**config.mk**
```make
export PLATFORM = sky130hd
export DESIGN_NAME = row_error_and_argmax_compare_core
export DESIGN_NICKNAME = d
export VERILOG_FILES = /design/src/rtl/rec_pkg.sv /design/src/rtl/rec_ctrl.sv /design/src/rtl/rec_acc.sv /design/src/rtl/rec_div.sv /design/src/rtl/row_error_and_argmax_compare_core.sv
export SDC_FILE = /design/constraint.sdc
export NUM_CORES = 1
export LEC_CHECK = 0
export BUFFER_PORTS_ARGS = -buffer_cell sky130_fd_sc_hd__buf_4
export CAP_MARGIN = 25
export CORE_ASPECT_RATIO = 1.5
export CORE_MARGIN = 2
export CORE_UTILIZATION = 50
export DETAILED_ROUTE_END_ITERATION = 8
export PLACE_DENSITY = 0.76
export SLEW_MARGIN = 20
export SYNTH_ARGS = -nofsm -noshare
export SYNTH_HDL_FRONTEND = slang
export SYNTH_SLANG_ARGS = --single-unit
```
**constraint.sdc**
```tcl
create_clock -name i_clk -period 6.9 [get_ports i_clk]
set_input_delay 1.035 -clock i_clk [delete_from_list [all_inputs] [get_ports i_clk]]
set_output_delay 1.035 -clock i_clk [all_outputs]
set_load 0.005 [all_outputs]
```
**src/rtl/rec_pkg.sv**
```systemverilog
// shared widths, constants and control structs for the row error compare core
package rec_pkg;

    localparam int LOGIT_W        = 16;
    localparam int MAX_ROW_LENGTH = 65536;
    localparam int CNT_W          = $clog2(MAX_ROW_LENGTH);
    localparam int LEN_W          = CNT_W + 1;
    localparam int SQ_W           = 2 * LOGIT_W;
    localparam int SUM_W          = 48;
    localparam int MSE_W          = 32;
    localparam int PEAK_W         = LOGIT_W;
    localparam int DIV_STEPS      = SUM_W;
    localparam int STEP_W         = $clog2(DIV_STEPS);
    localparam int IN_TDATA_W     = 2 * LOGIT_W;
    localparam int OUT_W          = MSE_W + PEAK_W + 1;
    localparam int OUT_TDATA_W    = ((OUT_W + 7) / 8) * 8;

    localparam logic [LEN_W-1:0] ROW_LEN_RESET = LEN_W'(MAX_ROW_LENGTH);
    localparam logic [LEN_W-1:0] ROW_LEN_MAX   = LEN_W'(MAX_ROW_LENGTH);

    typedef struct packed {
        logic row_end;
    } t_sts;

    typedef struct packed {
        logic accept;
        logic last;
        logic s2_valid;
        logic div_start;
        logic div_step;
        logic out_load;
    } t_cmd;

endpackage

```
**src/rtl/rec_ctrl.sv**
```systemverilog
// controller: input handshake, pipeline valids, divider sequencing and output valid
module rec_ctrl (
    input  logic          i_clk,
    input  logic          i_rst_n,
    input  logic          i_s_valid,
    output logic          o_s_ready,
    input  rec_pkg::t_sts i_sts,
    output rec_pkg::t_cmd o_cmd,
    output logic          o_m_valid,
    input  logic          i_m_ready
);

    localparam logic [1:0] ST_IDLE = 2'd0;
    localparam logic [1:0] ST_BUSY = 2'd1;
    localparam logic [1:0] ST_HOLD = 2'd2;

    logic [1:0]                  r_state, n_state;
    logic [rec_pkg::STEP_W-1:0]  r_cnt, n_cnt;
    logic                        r_s1_v, r_s1_last, r_s2_v, r_s2_last;
    logic                        r_resv;
    logic                        r_m_valid;
    logic                        w_ready;
    rec_pkg::t_cmd               w_cmd;

    // a row end waits while the previous row still owns the divider
    assign w_ready = !(r_resv && i_sts.row_end);

    always_comb begin
        n_state        = r_state;
        n_cnt          = r_cnt;
        w_cmd.accept   = i_s_valid && w_ready;
        w_cmd.last     = i_s_valid && w_ready && i_sts.row_end;
        w_cmd.s2_valid = r_s2_v;
        w_cmd.div_start = 1'b0;
        w_cmd.div_step = 1'b0;
        w_cmd.out_load = 1'b0;
        case (r_state)
            ST_IDLE: begin
                if (r_s2_v && r_s2_last) begin
                    w_cmd.div_start = 1'b1;
                    n_state = ST_BUSY;
                    n_cnt   = '0;
                end
            end
            ST_BUSY: begin
                w_cmd.div_step = 1'b1;
                n_cnt = r_cnt + 1'b1;
                if (r_cnt == rec_pkg::STEP_W'(rec_pkg::DIV_STEPS - 1)) begin
                    n_state = ST_HOLD;
                end
            end
            ST_HOLD: begin
                if (!r_m_valid || i_m_ready) begin
                    w_cmd.out_load = 1'b1;
                    n_state = ST_IDLE;
                end
            end
            default: begin
                n_state = ST_IDLE;
            end
        endcase
    end

    always_ff @(posedge i_clk) begin
        if (!i_rst_n) begin
            r_state   <= ST_IDLE;
            r_cnt     <= '0;
            r_s1_v    <= 1'b0;
            r_s1_last <= 1'b0;
            r_s2_v    <= 1'b0;
            r_s2_last <= 1'b0;
            r_resv    <= 1'b0;
            r_m_valid <= 1'b0;
        end else begin
            r_state   <= n_state;
            r_cnt     <= n_cnt;
            r_s1_v    <= w_cmd.accept;
            r_s1_last <= w_cmd.last;
            r_s2_v    <= r_s1_v;
            r_s2_last <= r_s1_last;
            if (w_cmd.last) begin
                r_resv <= 1'b1;
            end else if (w_cmd.out_load) begin
                r_resv <= 1'b0;
            end
            if (w_cmd.out_load) begin
                r_m_valid <= 1'b1;
            end else if (i_m_ready) begin
                r_m_valid <= 1'b0;
            end
        end
    end

    assign o_s_ready = w_ready;
    assign o_cmd     = w_cmd;
    assign o_m_valid = r_m_valid;

endmodule

```
**src/rtl/rec_acc.sv**
```systemverilog
// datapath: row length register, running maxima, squaring pipeline and sum accumulator
module rec_acc (
    input  logic                          i_clk,
    input  logic                          i_rst_n,
    input  logic                          i_cfg_we,
    input  logic [rec_pkg::LEN_W-1:0]     i_cfg_data,
    input  logic [rec_pkg::IN_TDATA_W-1:0] i_data,
    input  rec_pkg::t_cmd                 i_cmd,
    output rec_pkg::t_sts                 o_sts,
    output logic [rec_pkg::LEN_W-1:0]     o_len_eff,
    output logic [rec_pkg::SUM_W-1:0]     o_sum_final,
    output logic [rec_pkg::PEAK_W-1:0]    o_peak,
    output logic                          o_match
);

    localparam int LW = rec_pkg::LOGIT_W;

    logic [rec_pkg::LEN_W-1:0]  r_len;
    logic [rec_pkg::CNT_W-1:0]  r_count;
    logic [rec_pkg::SUM_W-1:0]  r_sum;
    logic [rec_pkg::PEAK_W-1:0] r_peak;
    logic signed [LW-1:0]       r_ref_top, r_cand_top;
    logic [rec_pkg::CNT_W-1:0]  r_ref_idx, r_cand_idx;

    logic [rec_pkg::PEAK_W-1:0] r_s1_mag, r_s1_peak, r_s2_peak;
    logic                       r_s1_match, r_s2_match;
    logic [rec_pkg::SQ_W-1:0]   r_s2_sq;

    logic [rec_pkg::LEN_W-1:0]  w_len_eff, w_pos1;
    logic signed [LW-1:0]       w_ref, w_cand;
    logic signed [LW:0]         w_diff, w_neg;
    logic [rec_pkg::PEAK_W-1:0] w_mag, n_peak;
    logic                       w_first;
    logic signed [LW-1:0]       n_ref_top, n_cand_top;
    logic [rec_pkg::CNT_W-1:0]  n_ref_idx, n_cand_idx;
    logic [rec_pkg::SUM_W:0]    w_add;
    logic [rec_pkg::SUM_W-1:0]  w_sum_sat;

    always_comb begin
        if (r_len == '0) begin
            w_len_eff = rec_pkg::LEN_W'(1);
        end else if (r_len > rec_pkg::ROW_LEN_MAX) begin
            w_len_eff = rec_pkg::ROW_LEN_MAX;
        end else begin
            w_len_eff = r_len;
        end
        w_pos1 = {1'b0, r_count} + rec_pkg::LEN_W'(1);

        w_ref  = signed'(i_data[LW-1:0]);
        w_cand = signed'(i_data[2*LW-1:LW]);
        w_diff = {w_cand[LW-1], w_cand} - {w_ref[LW-1], w_ref};
        w_neg  = -w_diff;
        // |diff| never exceeds the unsigned logit range
        w_mag  = w_diff[LW] ? w_neg[LW-1:0] : w_diff[LW-1:0];
        n_peak = (w_mag > r_peak) ? w_mag : r_peak;

        // first pair of a row seeds both maxima at index zero
        w_first    = (r_count == '0);
        n_ref_top  = r_ref_top;
        n_ref_idx  = r_ref_idx;
        n_cand_top = r_cand_top;
        n_cand_idx = r_cand_idx;
        if (w_first || (w_ref > r_ref_top)) begin
            n_ref_top = w_ref;
            n_ref_idx = r_count;
        end
        if (w_first || (w_cand > r_cand_top)) begin
            n_cand_top = w_cand;
            n_cand_idx = r_count;
        end

        w_add     = {1'b0, r_sum} + (rec_pkg::SUM_W + 1)'(r_s2_sq);
        w_sum_sat = w_add[rec_pkg::SUM_W] ? '1 : w_add[rec_pkg::SUM_W-1:0];
    end

    always_ff @(posedge i_clk) begin
        if (!i_rst_n) begin
            r_len      <= rec_pkg::ROW_LEN_RESET;
            r_count    <= '0;
            r_sum      <= '0;
            r_peak     <= '0;
            r_ref_top  <= '0;
            r_ref_idx  <= '0;
            r_cand_top <= '0;
            r_cand_idx <= '0;
        end else begin
            if (i_cfg_we) begin
                r_len <= i_cfg_data;
            end
            if (i_cmd.accept) begin
                if (i_cmd.last) begin
                    r_count    <= '0;
                    r_peak     <= '0;
                    r_ref_top  <= '0;
                    r_ref_idx  <= '0;
                    r_cand_top <= '0;
                    r_cand_idx <= '0;
                end else begin
                    r_count    <= w_pos1[rec_pkg::CNT_W-1:0];
                    r_peak     <= n_peak;
                    r_ref_top  <= n_ref_top;
                    r_ref_idx  <= n_ref_idx;
                    r_cand_top <= n_cand_top;
                    r_cand_idx <= n_cand_idx;
                end
            end
            if (i_cmd.s2_valid) begin
                r_sum <= i_cmd.div_start ? '0 : w_sum_sat;
            end
        end
    end

    // squaring pipeline, the row-end snapshot rides along
    always_ff @(posedge i_clk) begin
        if (i_cmd.accept) begin
            r_s1_mag   <= w_mag;
            r_s1_peak  <= n_peak;
            r_s1_match <= (n_ref_idx == n_cand_idx);
        end
        r_s2_sq    <= r_s1_mag * r_s1_mag;
        r_s2_peak  <= r_s1_peak;
        r_s2_match <= r_s1_match;
    end

    assign o_sts.row_end = (w_pos1 >= w_len_eff);
    assign o_len_eff     = w_len_eff;
    assign o_sum_final   = w_sum_sat;
    assign o_peak        = r_s2_peak;
    assign o_match       = r_s2_match;

endmodule

```
**src/rtl/rec_div.sv**
```systemverilog
// datapath: bit-serial restoring divider for the row mean and the output register
module rec_div (
    input  logic                       i_clk,
    input  rec_pkg::t_cmd              i_cmd,
    input  logic [rec_pkg::SUM_W-1:0]  i_dividend,
    input  logic [rec_pkg::LEN_W-1:0]  i_divisor,
    input  logic [rec_pkg::PEAK_W-1:0] i_peak,
    input  logic                       i_match,
    output logic [rec_pkg::MSE_W-1:0]  o_mse,
    output logic [rec_pkg::PEAK_W-1:0] o_peak,
    output logic                       o_match
);

    localparam int SW = rec_pkg::SUM_W;
    localparam int NW = rec_pkg::LEN_W;

    logic [SW-1:0]              r_quo;
    logic [NW-1:0]              r_rem, r_div;
    logic [rec_pkg::PEAK_W-1:0] r_peak, r_out_peak;
    logic                       r_match, r_out_match;
    logic [rec_pkg::MSE_W-1:0]  r_out_mse;

    logic [NW:0]                w_trial, w_sub;
    logic                       w_ge;
    logic [rec_pkg::MSE_W-1:0]  w_mse_sat;

    always_comb begin
        w_trial = {r_rem, r_quo[SW-1]};
        w_sub   = w_trial - {1'b0, r_div};
        w_ge    = (w_trial >= {1'b0, r_div});
        w_mse_sat = (|r_quo[SW-1:rec_pkg::MSE_W]) ? '1 : r_quo[rec_pkg::MSE_W-1:0];
    end

    always_ff @(posedge i_clk) begin
        if (i_cmd.div_start) begin
            r_quo   <= i_dividend;
            r_rem   <= '0;
            r_div   <= i_divisor;
            r_peak  <= i_peak;
            r_match <= i_match;
        end else if (i_cmd.div_step) begin
            // remainder stays below the divisor, so it fits the divisor width
            r_rem <= w_ge ? w_sub[NW-1:0] : w_trial[NW-1:0];
            r_quo <= {r_quo[SW-2:0], w_ge};
        end
        if (i_cmd.out_load) begin
            r_out_mse   <= w_mse_sat;
            r_out_peak  <= r_peak;
            r_out_match <= r_match;
        end
    end

    assign o_mse   = r_out_mse;
    assign o_peak  = r_out_peak;
    assign o_match = r_out_match;

endmodule

```
**src/rtl/row_error_and_argmax_compare_core.sv**
```systemverilog
// top level of the row error and argmax agreement core
//
// One reference/candidate logit pair (signed Q8.8) enters per clock. Over a row of
// row_length pairs (0 acts as 1, values above 65536 act as 65536) the core sums the
// squared differences, keeps the largest absolute difference and the first argmax of
// each vector. A row yields one result transaction: the mean squared error (sum / row
// length, truncated, Q16.16), the peak absolute error and an argmax agreement flag.
// The mean comes from a bit-serial divider that produces one quotient bit per clock.
// Pairs keep streaming while the divider works; the input only stalls on the last pair
// of a row while the previous row's result has not yet moved into the output register.
// Rows of 52 or more pairs therefore run at one pair per clock while results are taken
// promptly. Write row_length only while idle.
module row_error_and_argmax_compare_core (
    input  logic                                i_clk,
    input  logic                                i_rst_n,
    input  logic                                i_cfg_valid,
    output logic                                o_cfg_ready,
    input  logic [rec_pkg::LEN_W-1:0]           i_cfg_data,
    input  logic                                s_axis_tvalid,
    output logic                                s_axis_tready,
    // ref_logit [15:0], cand_logit [31:16]
    input  logic [rec_pkg::IN_TDATA_W-1:0]      s_axis_tdata,
    output logic                                m_axis_tvalid,
    input  logic                                m_axis_tready,
    // mean_sq_error [31:0], max_abs_error [47:32], top_match [48], zero fill above
    output logic [rec_pkg::OUT_TDATA_W-1:0]     m_axis_tdata
);

    rec_pkg::t_cmd              w_cmd;
    rec_pkg::t_sts              w_sts;
    logic [rec_pkg::LEN_W-1:0]  w_len_eff;
    logic [rec_pkg::SUM_W-1:0]  w_sum_final;
    logic [rec_pkg::PEAK_W-1:0] w_s2_peak, w_out_peak;
    logic                       w_s2_match, w_out_match;
    logic [rec_pkg::MSE_W-1:0]  w_out_mse;

    assign o_cfg_ready = 1'b1;

    rec_ctrl u_ctrl (
        .i_clk     (i_clk),
        .i_rst_n   (i_rst_n),
        .i_s_valid (s_axis_tvalid),
        .o_s_ready (s_axis_tready),
        .i_sts     (w_sts),
        .o_cmd     (w_cmd),
        .o_m_valid (m_axis_tvalid),
        .i_m_ready (m_axis_tready)
    );

    rec_acc u_acc (
        .i_clk       (i_clk),
        .i_rst_n     (i_rst_n),
        .i_cfg_we    (i_cfg_valid),
        .i_cfg_data  (i_cfg_data),
        .i_data      (s_axis_tdata),
        .i_cmd       (w_cmd),
        .o_sts       (w_sts),
        .o_len_eff   (w_len_eff),
        .o_sum_final (w_sum_final),
        .o_peak      (w_s2_peak),
        .o_match     (w_s2_match)
    );

    rec_div u_div (
        .i_clk      (i_clk),
        .i_cmd      (w_cmd),
        .i_dividend (w_sum_final),
        .i_divisor  (w_len_eff),
        .i_peak     (w_s2_peak),
        .i_match    (w_s2_match),
        .o_mse      (w_out_mse),
        .o_peak     (w_out_peak),
        .o_match    (w_out_match)
    );

    assign m_axis_tdata = {{(rec_pkg::OUT_TDATA_W - rec_pkg::OUT_W){1'b0}},
                           w_out_match, w_out_peak, w_out_mse};

`ifndef SYNTHESIS
    // a new row reaches the divider only when it is idle
    a_start_idle: assert property (@(posedge i_clk) disable iff (!i_rst_n)
        w_cmd.div_start |-> (!w_cmd.div_step && !w_cmd.out_load))
        else $error("divider started while busy");

    // the divider begins stepping right after it is loaded
    a_start_step: assert property (@(posedge i_clk) disable iff (!i_rst_n)
        w_cmd.div_start |=> w_cmd.div_step)
        else $error("divider did not step after start");

    // a loaded result is offered on the output the next cycle
    a_load_valid: assert property (@(posedge i_clk) disable iff (!i_rst_n)
        w_cmd.out_load |=> m_axis_tvalid)
        else $error("loaded result not presented");

    // no two row ends are taken back to back, as the earlier row still holds the divider
    a_one_row: assert property (@(posedge i_clk) disable iff (!i_rst_n)
        w_cmd.last |=> !w_cmd.last)
        else $error("two row ends accepted back to back");
`endif

endmodule

```
==> impl_metrics.py <==
metrics = {
    "synth": {
        "synthAdderAreaFrac_pct": 22.22,
        "synthTopCellsByArea": "edfxtp_1, dfxtp_1, fa_1",
        "syn-instance-count": 3040,
        "netlist.area_leader.share_pct": 17.57,
        "syn_area_um2": 28030,
        "ys_seq_elements": 404,
        "synth-edff-count": 164,
        "synth_flop_cell": "dfxtp_1",
        "synthSimpleGateAreaFrac_pct": 15.59,
        "synthArstFlopShare_pct": 0,
        "ys_warn_count": 0,
        "yosysUniqueCellTypes": 96,
        "synth_top_family_by_area": "adder cells",
        "synth-seq-area-share_pct": 34.72,
        "synth.area.mux_share_pct": 1.612,
        "synthXorXnorAreaFrac_pct": 4.188,
        "syn_avg_cell_area_um2": 9.219,
        "synth_top_area_cell": "edfxtp_1",
        "synth-compound-area-share_pct": 14.07,
    },
    "detailed_routing": {
        "drt-total-wl_um": 65350,
        "drt_iter0_drc": 1261,
        "avgViaCountPerCell": 5.574,
        "met2_length_um": 34710,
        "final_antenna_net_count": 0,
        "wl_met1_um": 25590,
        "via_count": 21453,
        "drc": 0,
        "dr_wl_met3_um": 2706,
        "wl_per_cell_um": 16.98,
        "drtPass1Iterations": 5,
        "dr.max_layer_used": "met4",
    },
    "worst_setup_path": {
        "crit_type": "flip-flop to flip-flop",
        "r2r-end": "u_acc.r_s2_sq[29]",
        "crit-reg2reg-launch": "u_acc.r_s1_mag[12]",
        "rr_worst_depth": 22,
        "critPathLaunch": "u_acc.r_s1_mag[12]",
        "arrival_ns": 7.05,
        "cp-start-kind": "flip-flop",
        "crit_path_max_fanout": 10,
        "worstSetupEndpointType": "flip-flop",
        "regToRegSetupSlack_ns": 0.35,
        "worstPathRequired_ns": 7.40,
    },
    "die": {
        "die_y_um": 294.0,
        "die_w_um": 197.3,
        "start_util_pct": 50.43,
        "io_pins": 113,
        "core_um2": 55570,
        "die_area_um2": 58000,
        "num_rows": 106,
    },
    "clock_network": {
        "clk_pin_slew_ns": 0.08,
        "cts_buffer_depth": 3,
        "cts_buffers": 40,
        "cts_tree": "built",
        "clkLatencyLatePin_ns": 0.59,
        "htree_levels": 2,
        "clock_sinks": 404,
        "root_buffer": "clkbuf_16",
    },
    "grt": {
        "first_global_vias": 21636,
        "grt_use_total_pct": 22.73,
        "overflow": 0,
        "antenna_found_initial": 0,
        "grt_pass1_wl_um": 106500,
        "grt_max_degree": 93,
    },
    "timing": {
        "tightest_slew_ns": 1.028,
        "fin_skew_ns": 0.03370,
        "period_share_pct": 94.94,
        "fin_crit_ns": 6.551,
        "maxSlewViolCount": 0,
        "final-hold-violation-count": 0,
        "timing.hold.ws_ns": 0.3383,
        "rsz0062_at_grt": "false",
        "setup_viol": 0,
        "maxSlewHeadroom_pct": 31.18,
        "finalSetupTns_ns": 0,
        "fmax_ghz": 0.1526,
    },
    "place": {
        "place_congestion": 0.8762,
        "port_buffers": 104,
        "dpl_cell_area_um2": 29440,
        "hpwl_um": 48660,
    },
    "layout": {
        "final_cell_mix": "inv_1, nor2_1, nand2_1, dfxtp_1, ha_1",
        "nets": 3567,
        "n_antenna_cell": 0,
        "area_growth_pct": 10.52,
        "postLayoutCellArea_um2": 30970,
        "drive_gt1_share_pct": 10.30,
        "layout_commonest_cell": "inv_1",
    },
    "job": {
        "max-cap-violations": 0,
    },
    "min_path": {
        "min_to": "u_acc.o_match",
        "hold-path-cell-count": 0,
        "hp-start": "u_acc.r_s1_match",
        "hold_path.class": "flip-flop to flip-flop",
    },
    "run_status": {
        "status": "finished clean",
    },
}
## routing by layer
layer  track usage [%]  up-vias
met4             8.692        0
met2             42.97      509
li1                  -    10463
met5                 0        -
met3             3.140      141
met1             25.57    10340
## critical path, cell delays in order (launching register included)
cell	delay [ns]
edfxtp_1	0.57
inv_1	0.23
nor2_1	0.12
fa_1	0.56
inv_1	0.05
fa_1	0.47
inv_1	0.05
fa_1	0.46
fa_1	0.50
fa_1	0.55
inv_1	0.05
fa_1	0.52
inv_1	0.04
ha_1	0.34
and3_1	0.17
o21a_1	0.18
a2111oi_0	0.37
a21oi_1	0.22
a41oi_2	0.28
a211oi_2	0.13
a41oi_1	0.26
nor2b_1	0.18
xnor2_1	0.14
## through the flow
stage	utilization (%)	instances	setup WS (ns)
after CTS	55.38	3826	0.1492
final	55.74	3849	0.3488
after floorplan	-	3046	0.5242
after global routing	55.74	3849	0.01324
after global placement	52.95	3751	0.3639
after detailed placement	52.97	3752	0.1900
## how the worst max path moves through the flow
| stage | to | slack, ns | depth (start not counted) |
|---|---|---|---|
| detailed placement | u_acc.r_s2_sq[29] | 0.19 | 20 |
| floorplan | u_acc.r_s2_sq[29] | 0.52 | 22 |
| global placement | u_acc.r_s2_sq[27] | 0.36 | 21 |
| finish | u_acc.r_s2_sq[29] | 0.35 | 22 |
| CTS | u_acc.r_s2_sq[29] | 0.15 | 20 |
| global route | u_acc.r_s2_sq[29] | 0.01 | 21 |
## final cells by class
class / instances / area, um2
sequential: 404 / 9729
multi-input combinational: 2101 / 16250
tap: 702 / 878.3
clock buffer: 46 / 1065
clock inverter: 28 / 275.3
fill: 4835 / 24600
inverter: 400 / 1504
timing repair buffer: 168 / 1272
## cell usage after synthesis, types with 39 or more instances
library cell	count
a21o_1	47
a21oi_1	191
a22oi_1	62
and2_1	62
clkbuf_1	97
dfxtp_1	240
edfxtp_1	164
fa_1	166
ha_1	232
inv_1	396
nand2_1	241
nand3_1	95
nand4_1	39
nor2_1	272
o21ai_0	138
xnor2_1	82
xor2_1	52
## state kept, by name, summed over array words and instances (netlist names), 17 cells and up
signal / cells
u_div.r_quo: 48
u_acc.r_s2_sq: 31
u_acc.r_sum: 48
u_acc.r_len: 17
u_div.r_div: 17
u_div.o_mse: 32
u_div.r_rem: 17
## kinds of logic after synthesis
logic type	after synthesis
and+or+nand+nor	908
muxes	44
DFF	404
other	2
AOI/OAI and AO/OA	609
buffers and inverters	541
adders and majority gates	398
xor gates and xnor gates	134
## repair_timing
item,in CTS,in global routing
hold buffers,0,0
gates resized for setup,0,3
buffers inserted,0,21
setup endpoints to repair,0,4
Power is not shown: default switching activity piles up to over one toggle a cycle in this logic, so the estimate is an artifact.
